===== config.mk =====
export PLATFORM = sky130hd
export DESIGN_NAME = positional_ordered_list_core
export DESIGN_NICKNAME = d
export VERILOG_FILES = /design/src/sv/pol_pkg.sv /design/src/sv/pol_dp.sv /design/src/sv/pol_ctrl.sv /design/src/sv/positional_ordered_list_core.sv
export SDC_FILE = /design/constraint.sdc
export NUM_CORES = 2
export LEC_CHECK = 0
export BUFFER_PORTS_ARGS = -buffer_cell sky130_fd_sc_hd__clkbuf_2
export CORE_UTILIZATION = 45
export DETAILED_ROUTE_END_ITERATION = 7
export PLACE_DENSITY_LB_ADDON = 0.3
export SLEW_MARGIN = 10
export SYNTH_ARGS = -nofsm -noshare
export SYNTH_HDL_FRONTEND = slang
export SYNTH_SLANG_ARGS = --single-unit

===== constraint.sdc =====
create_clock -name clk -period 5.85 [get_ports clk]
set_clock_uncertainty 0.05 [all_clocks]
set_input_delay 1.17 -clock clk [delete_from_list [all_inputs] [get_ports clk]]
set_output_delay 1.17 -clock clk [all_outputs]
set_load 0.02 [all_outputs]

===== src/sv/pol_pkg.sv =====
// ----------------------------------------------------------------------------
// pol_pkg: shared types and constants for the positional ordered list
// Item layouts, operation and status codes, and the controller/datapath
// command and status bundles.
// ----------------------------------------------------------------------------
package pol_pkg;

  // Storage geometry
  localparam int DEPTH      = 16;
  localparam int DATA_WIDTH = 32;

  // Field widths fixed by the item layouts
  localparam int OP_W    = 3;
  localparam int POS_W   = 5;
  localparam int VALUE_W = 32;
  localparam int COUNT_W = 5;

  // Internal widths
  localparam int CNT_W = $clog2(DEPTH + 1);
  localparam int CMP_W = (POS_W > CNT_W) ? POS_W : CNT_W;

  typedef enum logic [OP_W-1:0] {
    OP_ADD_BACK     = 3'd0,
    OP_PUSH_FRONT   = 3'd1,
    OP_INSERT_AT    = 3'd2,
    OP_REMOVE_FRONT = 3'd3,
    OP_REMOVE_BACK  = 3'd4,
    OP_REMOVE_AT    = 3'd5,
    OP_FIND         = 3'd6
  } op_t;

  typedef enum logic [1:0] {
    ST_DONE    = 2'd0,
    ST_IGNORED = 2'd1,
    ST_FULL    = 2'd2
  } status_t;

  // Where an insert or remove takes place
  typedef enum logic [1:0] {
    AT_ZERO  = 2'd0,
    AT_COUNT = 2'd1,
    AT_LAST  = 2'd2,
    AT_POS   = 2'd3
  } at_sel_t;

  typedef struct packed {
    logic [OP_W-1:0]    op;
    logic [POS_W-1:0]   position;
    logic [VALUE_W-1:0] value;
  } in_item_t;

  typedef struct packed {
    logic [1:0]         status;
    logic               found;
    logic [COUNT_W-1:0] count;
  } out_item_t;

  // Controller to datapath
  typedef struct packed {
    logic    load;
    logic    exec;
    logic    insert;
    logic    remove;
    logic    find;
    at_sel_t at_sel;
    status_t status;
  } dp_cmd_t;

  // Datapath to controller
  typedef struct packed {
    logic empty;
    logic full;
    logic pos_le_cnt;
    logic pos_lt_cnt;
  } dp_stat_t;

endpackage


===== src/sv/pol_dp.sv =====
// ----------------------------------------------------------------------------
// pol_dp: list datapath
// Row of entry cells that shift to open or close a gap, per-cell key
// compare, entry count and the result register.
// ----------------------------------------------------------------------------
module pol_dp (
  input  logic               clk,
  input  logic               rst_n,
  input  pol_pkg::in_item_t  in_item,
  input  pol_pkg::dp_cmd_t   cmd,
  output pol_pkg::dp_stat_t  stat,
  output pol_pkg::out_item_t out_item
);
  import pol_pkg::*;

  logic [DATA_WIDTH-1:0] entries_r   [DEPTH];
  logic [DATA_WIDTH-1:0] entries_nxt [DEPTH];
  logic [CNT_W-1:0]      count_r, count_nxt;
  logic [POS_W-1:0]      pos_r;
  logic [DATA_WIDTH-1:0] word_r;
  out_item_t             res_r, res_nxt;
  logic [CNT_W-1:0]      at;
  logic [DEPTH-1:0]      hit;

  // Capture position and word of the accepted item
  always_ff @(posedge clk) begin
    if (cmd.load) begin
      pos_r  <= in_item.position;
      word_r <= DATA_WIDTH'(in_item.value);
    end
  end

  // Flags for the controller
  always_comb begin
    stat.empty      = (count_r == '0);
    stat.full       = (count_r == CNT_W'(DEPTH));
    stat.pos_le_cnt = (CMP_W'(pos_r) <= CMP_W'(count_r));
    stat.pos_lt_cnt = (CMP_W'(pos_r) <  CMP_W'(count_r));
  end

  // Resolve the cell index of the operation
  always_comb begin
    unique case (cmd.at_sel)
      AT_ZERO:  at = '0;
      AT_COUNT: at = count_r;
      AT_LAST:  at = count_r - 1'b1;
      AT_POS:   at = CNT_W'(pos_r);
      default:  at = '0;
    endcase
  end

  // Each cell takes its neighbor, the new word, or holds
  always_comb begin
    for (int i = 0; i < DEPTH; i++) begin
      entries_nxt[i] = entries_r[i];
      if (cmd.exec && cmd.insert) begin
        if (i > 0 && CNT_W'(i) > at) begin
          entries_nxt[i] = entries_r[(i > 0) ? i - 1 : 0];
        end else if (CNT_W'(i) == at) begin
          entries_nxt[i] = word_r;
        end
      end else if (cmd.exec && cmd.remove) begin
        if (i < DEPTH - 1 && CNT_W'(i) >= at) begin
          entries_nxt[i] = entries_r[(i < DEPTH - 1) ? i + 1 : i];
        end
      end
    end
  end

  always_ff @(posedge clk) begin
    entries_r <= entries_nxt;
  end

  // Per-cell key compare, live entries only
  always_comb begin
    for (int i = 0; i < DEPTH; i++) begin
      hit[i] = (CNT_W'(i) < count_r) && (entries_r[i] == word_r);
    end
  end

  // Advance the count
  always_comb begin
    count_nxt = count_r;
    if (cmd.exec && cmd.insert) begin
      count_nxt = count_r + 1'b1;
    end else if (cmd.exec && cmd.remove) begin
      count_nxt = count_r - 1'b1;
    end
  end

  always_ff @(posedge clk) begin
    if (!rst_n) begin
      count_r <= '0;
    end else begin
      count_r <= count_nxt;
    end
  end

  // Build the result item
  always_comb begin
    res_nxt.status = cmd.status;
    res_nxt.found  = cmd.find && (|hit);
    res_nxt.count  = COUNT_W'(count_nxt);
  end

  always_ff @(posedge clk) begin
    if (cmd.exec) begin
      res_r <= res_nxt;
    end
  end

  assign out_item = res_r;

  a_count_bound: assert property (@(posedge clk) disable iff (!rst_n)
    count_r <= CNT_W'(DEPTH))
    else $error("entry count above depth");

  a_insert_not_full: assert property (@(posedge clk) disable iff (!rst_n)
    (cmd.exec && cmd.insert) |-> !stat.full)
    else $error("insert into full list");

  a_remove_not_empty: assert property (@(posedge clk) disable iff (!rst_n)
    (cmd.exec && cmd.remove) |-> !stat.empty)
    else $error("remove from empty list");

  a_insert_count: assert property (@(posedge clk) disable iff (!rst_n)
    (cmd.exec && cmd.insert) |=> count_r == CNT_W'($past(count_r) + 1'b1))
    else $error("insert did not advance count");

endmodule


===== src/sv/pol_ctrl.sv =====
// ----------------------------------------------------------------------------
// pol_ctrl: list controller
// Accepts an item, decodes its operation against the list flags, issues
// one execute command and holds the result until it is taken.
// ----------------------------------------------------------------------------
module pol_ctrl (
  input  logic                     clk,
  input  logic                     rst_n,
  input  logic                     in_valid,
  output logic                     in_ready,
  input  logic [pol_pkg::OP_W-1:0] in_op,
  output logic                     out_valid,
  input  logic                     out_ready,
  input  pol_pkg::dp_stat_t        stat,
  output pol_pkg::dp_cmd_t         cmd
);
  import pol_pkg::*;

  typedef enum logic [2:0] {
    S_IDLE = 3'b001,
    S_EXEC = 3'b010,
    S_RESP = 3'b100
  } state_t;

  state_t          state_r, state_nxt;
  logic [OP_W-1:0] op_r;

  assign in_ready  = (state_r == S_IDLE);
  assign out_valid = (state_r == S_RESP);

  // Hold the operation code of the accepted item
  always_ff @(posedge clk) begin
    if (in_valid && in_ready) begin
      op_r <= in_op;
    end
  end

  // Sequence: accept, execute, deliver
  always_comb begin
    state_nxt = state_r;
    unique case (state_r)
      S_IDLE: if (in_valid) state_nxt = S_EXEC;
      S_EXEC: state_nxt = S_RESP;
      S_RESP: if (out_ready) state_nxt = S_IDLE;
      default: state_nxt = S_IDLE;
    endcase
  end

  always_ff @(posedge clk) begin
    if (!rst_n) begin
      state_r <= S_IDLE;
    end else begin
      state_r <= state_nxt;
    end
  end

  // Decode the operation into a datapath command
  always_comb begin
    cmd        = '0;
    cmd.load   = in_valid && in_ready;
    cmd.exec   = (state_r == S_EXEC);
    cmd.at_sel = AT_ZERO;
    cmd.status = ST_IGNORED;
    unique case (op_r)
      OP_ADD_BACK: begin
        cmd.at_sel = AT_COUNT;
        if (stat.full) begin
          cmd.status = ST_FULL;
        end else begin
          cmd.status = ST_DONE;
          cmd.insert = 1'b1;
        end
      end
      OP_PUSH_FRONT: begin
        if (stat.full) begin
          cmd.status = ST_FULL;
        end else begin
          cmd.status = ST_DONE;
          cmd.insert = 1'b1;
        end
      end
      OP_INSERT_AT: begin
        cmd.at_sel = AT_POS;
        if (!stat.pos_le_cnt) begin
          cmd.status = ST_IGNORED;
        end else if (stat.full) begin
          cmd.status = ST_FULL;
        end else begin
          cmd.status = ST_DONE;
          cmd.insert = 1'b1;
        end
      end
      OP_REMOVE_FRONT: begin
        if (!stat.empty) begin
          cmd.status = ST_DONE;
          cmd.remove = 1'b1;
        end
      end
      OP_REMOVE_BACK: begin
        cmd.at_sel = AT_LAST;
        if (!stat.empty) begin
          cmd.status = ST_DONE;
          cmd.remove = 1'b1;
        end
      end
      OP_REMOVE_AT: begin
        cmd.at_sel = AT_POS;
        if (stat.pos_lt_cnt) begin
          cmd.status = ST_DONE;
          cmd.remove = 1'b1;
        end
      end
      OP_FIND: begin
        cmd.status = ST_DONE;
        cmd.find   = 1'b1;
      end
      default: cmd.status = ST_IGNORED;
    endcase
  end

  a_exec_after_accept: assert property (@(posedge clk) disable iff (!rst_n)
    (state_r == S_EXEC) |-> $past(in_valid && in_ready))
    else $error("execute without an accepted item");

  a_one_action: assert property (@(posedge clk) disable iff (!rst_n)
    $onehot0({cmd.insert, cmd.remove, cmd.find}))
    else $error("more than one list action decoded");

  a_out_hold: assert property (@(posedge clk) disable iff (!rst_n)
    (out_valid && !out_ready) |=> out_valid)
    else $error("result dropped before it was taken");

endmodule


===== src/sv/positional_ordered_list_core.sv =====
// ----------------------------------------------------------------------------
// positional_ordered_list_core: bounded ordered list with positional access
// Push/remove at either end or at a position, and key search, over a row
// of DEPTH entry cells. One result item per input item.
// ----------------------------------------------------------------------------
//   channel | direction | handshake             | payload
//   --------+-----------+-----------------------+-----------------------------
//   in      | input     | in_valid / in_ready   | in_item  {op, position, value}
//   out     | output    | out_valid / out_ready | out_item {status, found, count}
//
// A result is offered in the deliver state that follows the execute state
// of the cell row, and can be taken at the following edge. The
// controller handles one item at a time, so the next item is accepted only
// after the result is taken and the controller is back in its idle state.
// Reset clears the entry count and the controller; entry cells need none.
// A stalled result holds the output and keeps in_ready low.
module positional_ordered_list_core (
  input  logic               clk,
  input  logic               rst_n,
  input  logic               in_valid,
  output logic               in_ready,
  input  pol_pkg::in_item_t  in_item,
  output logic               out_valid,
  input  logic               out_ready,
  output pol_pkg::out_item_t out_item
);
  import pol_pkg::*;

  dp_cmd_t  cmd;
  dp_stat_t stat;

  pol_ctrl u_ctrl (
    .clk       (clk),
    .rst_n     (rst_n),
    .in_valid  (in_valid),
    .in_ready  (in_ready),
    .in_op     (in_item.op),
    .out_valid (out_valid),
    .out_ready (out_ready),
    .stat      (stat),
    .cmd       (cmd)
  );

  pol_dp u_dp (
    .clk      (clk),
    .rst_n    (rst_n),
    .in_item  (in_item),
    .cmd      (cmd),
    .stat     (stat),
    .out_item (out_item)
  );

endmodule


# Word level (Yosys, flattened, before mapping)
# Index checks and enable logic that the tools add are counted.
# Widths: inputs -> output; s select.
# word_totals
reg_bits,568
input_bits,44
output_inout_bits,10
word_cells,292
# classes
n_addsub,2
order_cmp,48
eq_ne,61
muxes,95
reduce_logical,62
# ops
cell,count
$mux 32,76
$eq 32x32->1,16
$reduce_and 3->1,15
$eq 4x5->1 const A,8
$gt 4x5->1 const A,8
$lt 4x5->1 const A,8
$ge 4x5->1 const A,7
$reduce_bool 2->1,17
$ne 3x1->1 const B,7
$ne 3x3->1 const B,7
$eq 3x5->1 const A,4
$ge 3x5->1 const A,4
$gt 3x5->1 const A,4
$logic_and 1x1->1,20
$lt 3x5->1 const A,4
$pmux 5 s4,1
$reduce_or 16->1,1
$eq 3x3->1 const B,4
$eq 2x5->1 const A,2
$ge 1x5->1 const A,2
$ge 2x5->1 const A,2
$gt 2x5->1 const A,2
$logic_not 5->1,2
$lt 1x5->1 const A,2
other kinds (26),45

# Logic depth before layout (Yosys ltp)
# logic_depth
ltp_word,9
mapped_depth,12

# Hierarchy
# A second synthesis with hierarchy kept.
# unflattened
hier_cells,3375
hier_area_um2,34500.6
# modules_own_cells
mod,instances,cells_each,area_per_inst_um2,seq_area_each_um2
pol_dp,1,3334,34129.0,16826.1
pol_ctrl,1,41,371.6,150.1

# Least setup slack after synthesis
# No wires, ideal clock.
# synth_path
path_kind,reg-to-reg
from,reg u_dp.count_r[1]
to,reg u_dp.entries_r[480] (netlist name) (enable)
t_arrival_ps,5802
required_ps,5287
path_slack_ps,-515
stages_incl_launch_ff,11
n_path_buf,2
synth_period_minus_slack_ps,6365
path_cell_list,dfxtp_1 clkbuf_1 inv_1 ha_1 nand4_1 or2_2 a21o_1 a21oi_1 nor2_1 clkbuf_1 nor4b_1
# synth_via
elab_chain_cells,7
elab_cells_between_ends,20
classes_between,add/sub: 1; order compare: 3; eq/ne: 2; mux: 7; reduce/logical: 7
# synth_rtl
element,line,rtl
from (decl),pol_dp.sv:18,"logic [CNT_W-1:0] count_r, count_nxt;"
from (signal assigned),pol_dp.sv:95,count_r <= count_nxt;
"parallel branches: the longest is 6 deep, another holds $sub 5x1->5",n/a,
$reduce_and 3->1 (no line) *,n/a,
to (signal assigned),pol_dp.sv:71,entries_r <= entries_nxt;
to (decl),pol_dp.sv:16,logic [DATA_WIDTH-1:0] entries_r [DEPTH];
# Every way passes the cells marked *.
# A chain may end at the register's enable or synchronous reset.

# Worst setup path after layout
# layout_path
from,reg u_dp.count_r[1]
to,reg u_dp.entries_r[475] (netlist name) (enable)
# layout_via
elab_chain_cells,7
elab_cells_between_ends,21
classes_between,add/sub: 1; order compare: 4; eq/ne: 3; mux: 7; reduce/logical: 6
# layout_rtl
element
"parallel branches: the longest is 6 deep, another holds $sub 5x1->5"
$reduce_and 3->1 (no line) *
# Marked as above.

==> impl_metrics.tcl <==
set metrics [dict create \
    outcome "finished clean" \
    worstPathRequired_ps 6030 \
    ir_worst_vdd_mv 0.182 \
    dp_hpwl_um 82800 \
    ant_nets 0 \
    clk_path_buf_depth 3 \
    max_freq_ghz 0.215 \
    clkSinkCount 568 \
    hold_violations 0 \
    rows 101 \
    arrival_ps 4840 \
    worstSetupStartpoint "u_dp.count_r[1]$_SDFF_PN0_" \
    synth_edf_count 560 \
    syn2layout_area_growth_pct 9.14 \
    netlist.area_leader.share_pct 48.4 \
    clock-root-buffer "clkbuf_16" \
    grt_pass1_vias 26395 \
    die-area_sq_um 78300 \
    drt_pass1_iterations 6 \
    power_density_nw_per_um2 271 \
    hold_class "reg -> reg" \
    syn_nets 3585 \
    fin_crit_ps 4660 \
    grt_max_degree 250 \
    worstSetupEndpointType "flop" \
    drive_above_1_share_pct 9.62 \
    post-cts-setup-buffers 0 \
    initial_core_util_pct 45.6 \
    synthTopCellsByArea "edfxtp_1, xor2_1, mux2i_1, a31oi_1, nand2_1" \
    synth_area_leader_cell "edfxtp_1" \
    grt_use_total_pct 30.4 \
    viasPerCell 6.39 \
    ys_seq_elements 568 \
    die_height_um 280 \
    worstSetupPathType "reg -> reg" \
    avgSynthCellArea_sq_um 9.83 \
    hold_buffers 0 \
    grt_pass1_wl_um 178000 \
    cp_max_fo 65 \
    grt-ovfl-total 0 \
    clk_latency_ps 630 \
    cts_tree "built" \
    drv_slew 0 \
    holdCritStartpoint "u_ctrl.state_r[0]$_SDFFE_PN1P_" \
    setup_tns_ps 0 \
    fp.coreArea_sq_um 76200 \
    rsz0062_at_grt "false" \
    ys_async_sr_fraction_pct 0 \
    total_power_mw 10.3 \
    cts_resized 0 \
    fin_crit_sh_pct 79.6 \
    yosysMostFrequentCell "edfxtp_1" \
    final.fill_count 6966 \
    antennaDiodeCount 0 \
    htree_levels 3 \
    tightest_slew_ps 1230 \
    cts_made_buffers 68 \
    leakage_nw 13.8 \
    nets 3450 \
    syn-instance-count 3532 \
    r2r_cells 8 \
    maxCapViolCount 0 \
    setup_viol 0 \
    yosys_warnings 0 \
    portBuffers 53 \
    io_pins 54 \
    drc 0 \
    synth_common_cells "edfxtp_1, nand2_1, xor2_1" \
    synth_area_sq_um 34700 \
    hold_depth 1 \
    die_x_um 280 \
    cp-start-kind "flop" \
    path_clk_slew_ps 60 \
    routed_wl_um 121000 \
    gp_congestion 0.935 \
    route.vias.total 28571 \
    drtIter0Drc 4316 \
    synth.distinct_cells 65 \
    antenna_found_initial 1 \
    wl_per_cell_um 27.1 \
    yosys_most_used_dff "edfxtp_1" \
    ys_seq_area_share_pct 48.9 \
    relSlewSlack_pct 17.9 \
    r2r-start "u_dp.count_r[1]$_SDFF_PN0_" \
]
## through the flow
step	instances	util, %	cell area (sq um)	setup slack, ps	hold WS [ps]
6_report	4472	49.7	37900	1190	439
4_1_cts	4472	49.7	37900	1170	445
3_5_place_dp	4357	47.0	35900	1220	435
5_1_grt	4472	49.7	37900	907	473
2_1_floorplan	3532	-	34700	403	398
3_3_place_gp	4357	47.0	35900	1320	421
## kinds of logic after synthesis
logic type               count (synthesis)  share of synthesized area (%)
AO/OA/AOI/OAI                          707                           11.8
XOR/XNOR                               517                           13.0
adder cells (fa/ha/maj)                  9                          0.324
buffers and inverters                  379                           4.59
flip-flops                             568                           48.9
multiplexers                           228                           6.70
AND/OR/NAND/NOR                       1124                           14.7
## final cells by class
type                       count  area [sq um]  share of cell area, %
timing repair buffer         164          1160                   3.06
tap                         1030          1290                   3.40
sequential                   568         17000                   44.8
clock inverter                34           304                  0.802
multi-input combinational   2585         16400                   43.2
clock buffer                  81          1750                   4.62
inverter                      10          37.5                 0.0990
## cells in the final DEF (no fill, tap or decap), drive strengths merged, types with 98 or more instances in the layout
master	count
xor2	359
edfxtp	560
clkbuf	134
nor4	98
nor2	271
mux2i	194
xnor2	158
o21ai	364
a31oi	263
nand2	430
nand3	178
buf	111
## registers in the layout, summed over array words and instances, names as in the netlist
signal and flops:
u_ctrl.op_r 3, u_ctrl.state_r 3, u_dp.count_r 5, u_dp.entries_r 512, u_dp.out_item 8, u_dp.pos_r 5
u_dp.word_r 32
## routing by layer
metal / wire length, um / GRT usage [%] / part of all wire (%)
met1: 49700 / 43.3 / 41
met2: 52700 / 45.2 / 43
met3: 13700 / 5.85 / 11
met4: 5260 / 12.3 / 4.3
met5: 0 / 0 / 0
## worst paths after layout
check                                    to  slack [ps]
max           u_dp.entries_r[475]$_DFFE_PP_        1190
min          u_ctrl.state_r[2]$_SDFFE_PN0P_         440
max reg2reg   u_dp.entries_r[475]$_DFFE_PP_        1190
min reg2reg  u_ctrl.state_r[2]$_SDFFE_PN0P_         440
## power breakdown
group          switching, mW  internal (mW)
logic                   1.05          0.534
clock network           1.78           2.32
registers              0.118           4.49
## critical path, stage by stage, from the launching register on
cell and delay, ps:
dfxtp_1 630, inv_1 220, ha_1 400, nor2_1 50, o211ai_1 500, nand2_2 380
or4_2 710, buf_4 350, nor2_4 930
Note: power is estimated with default switching activity, not from simulation.
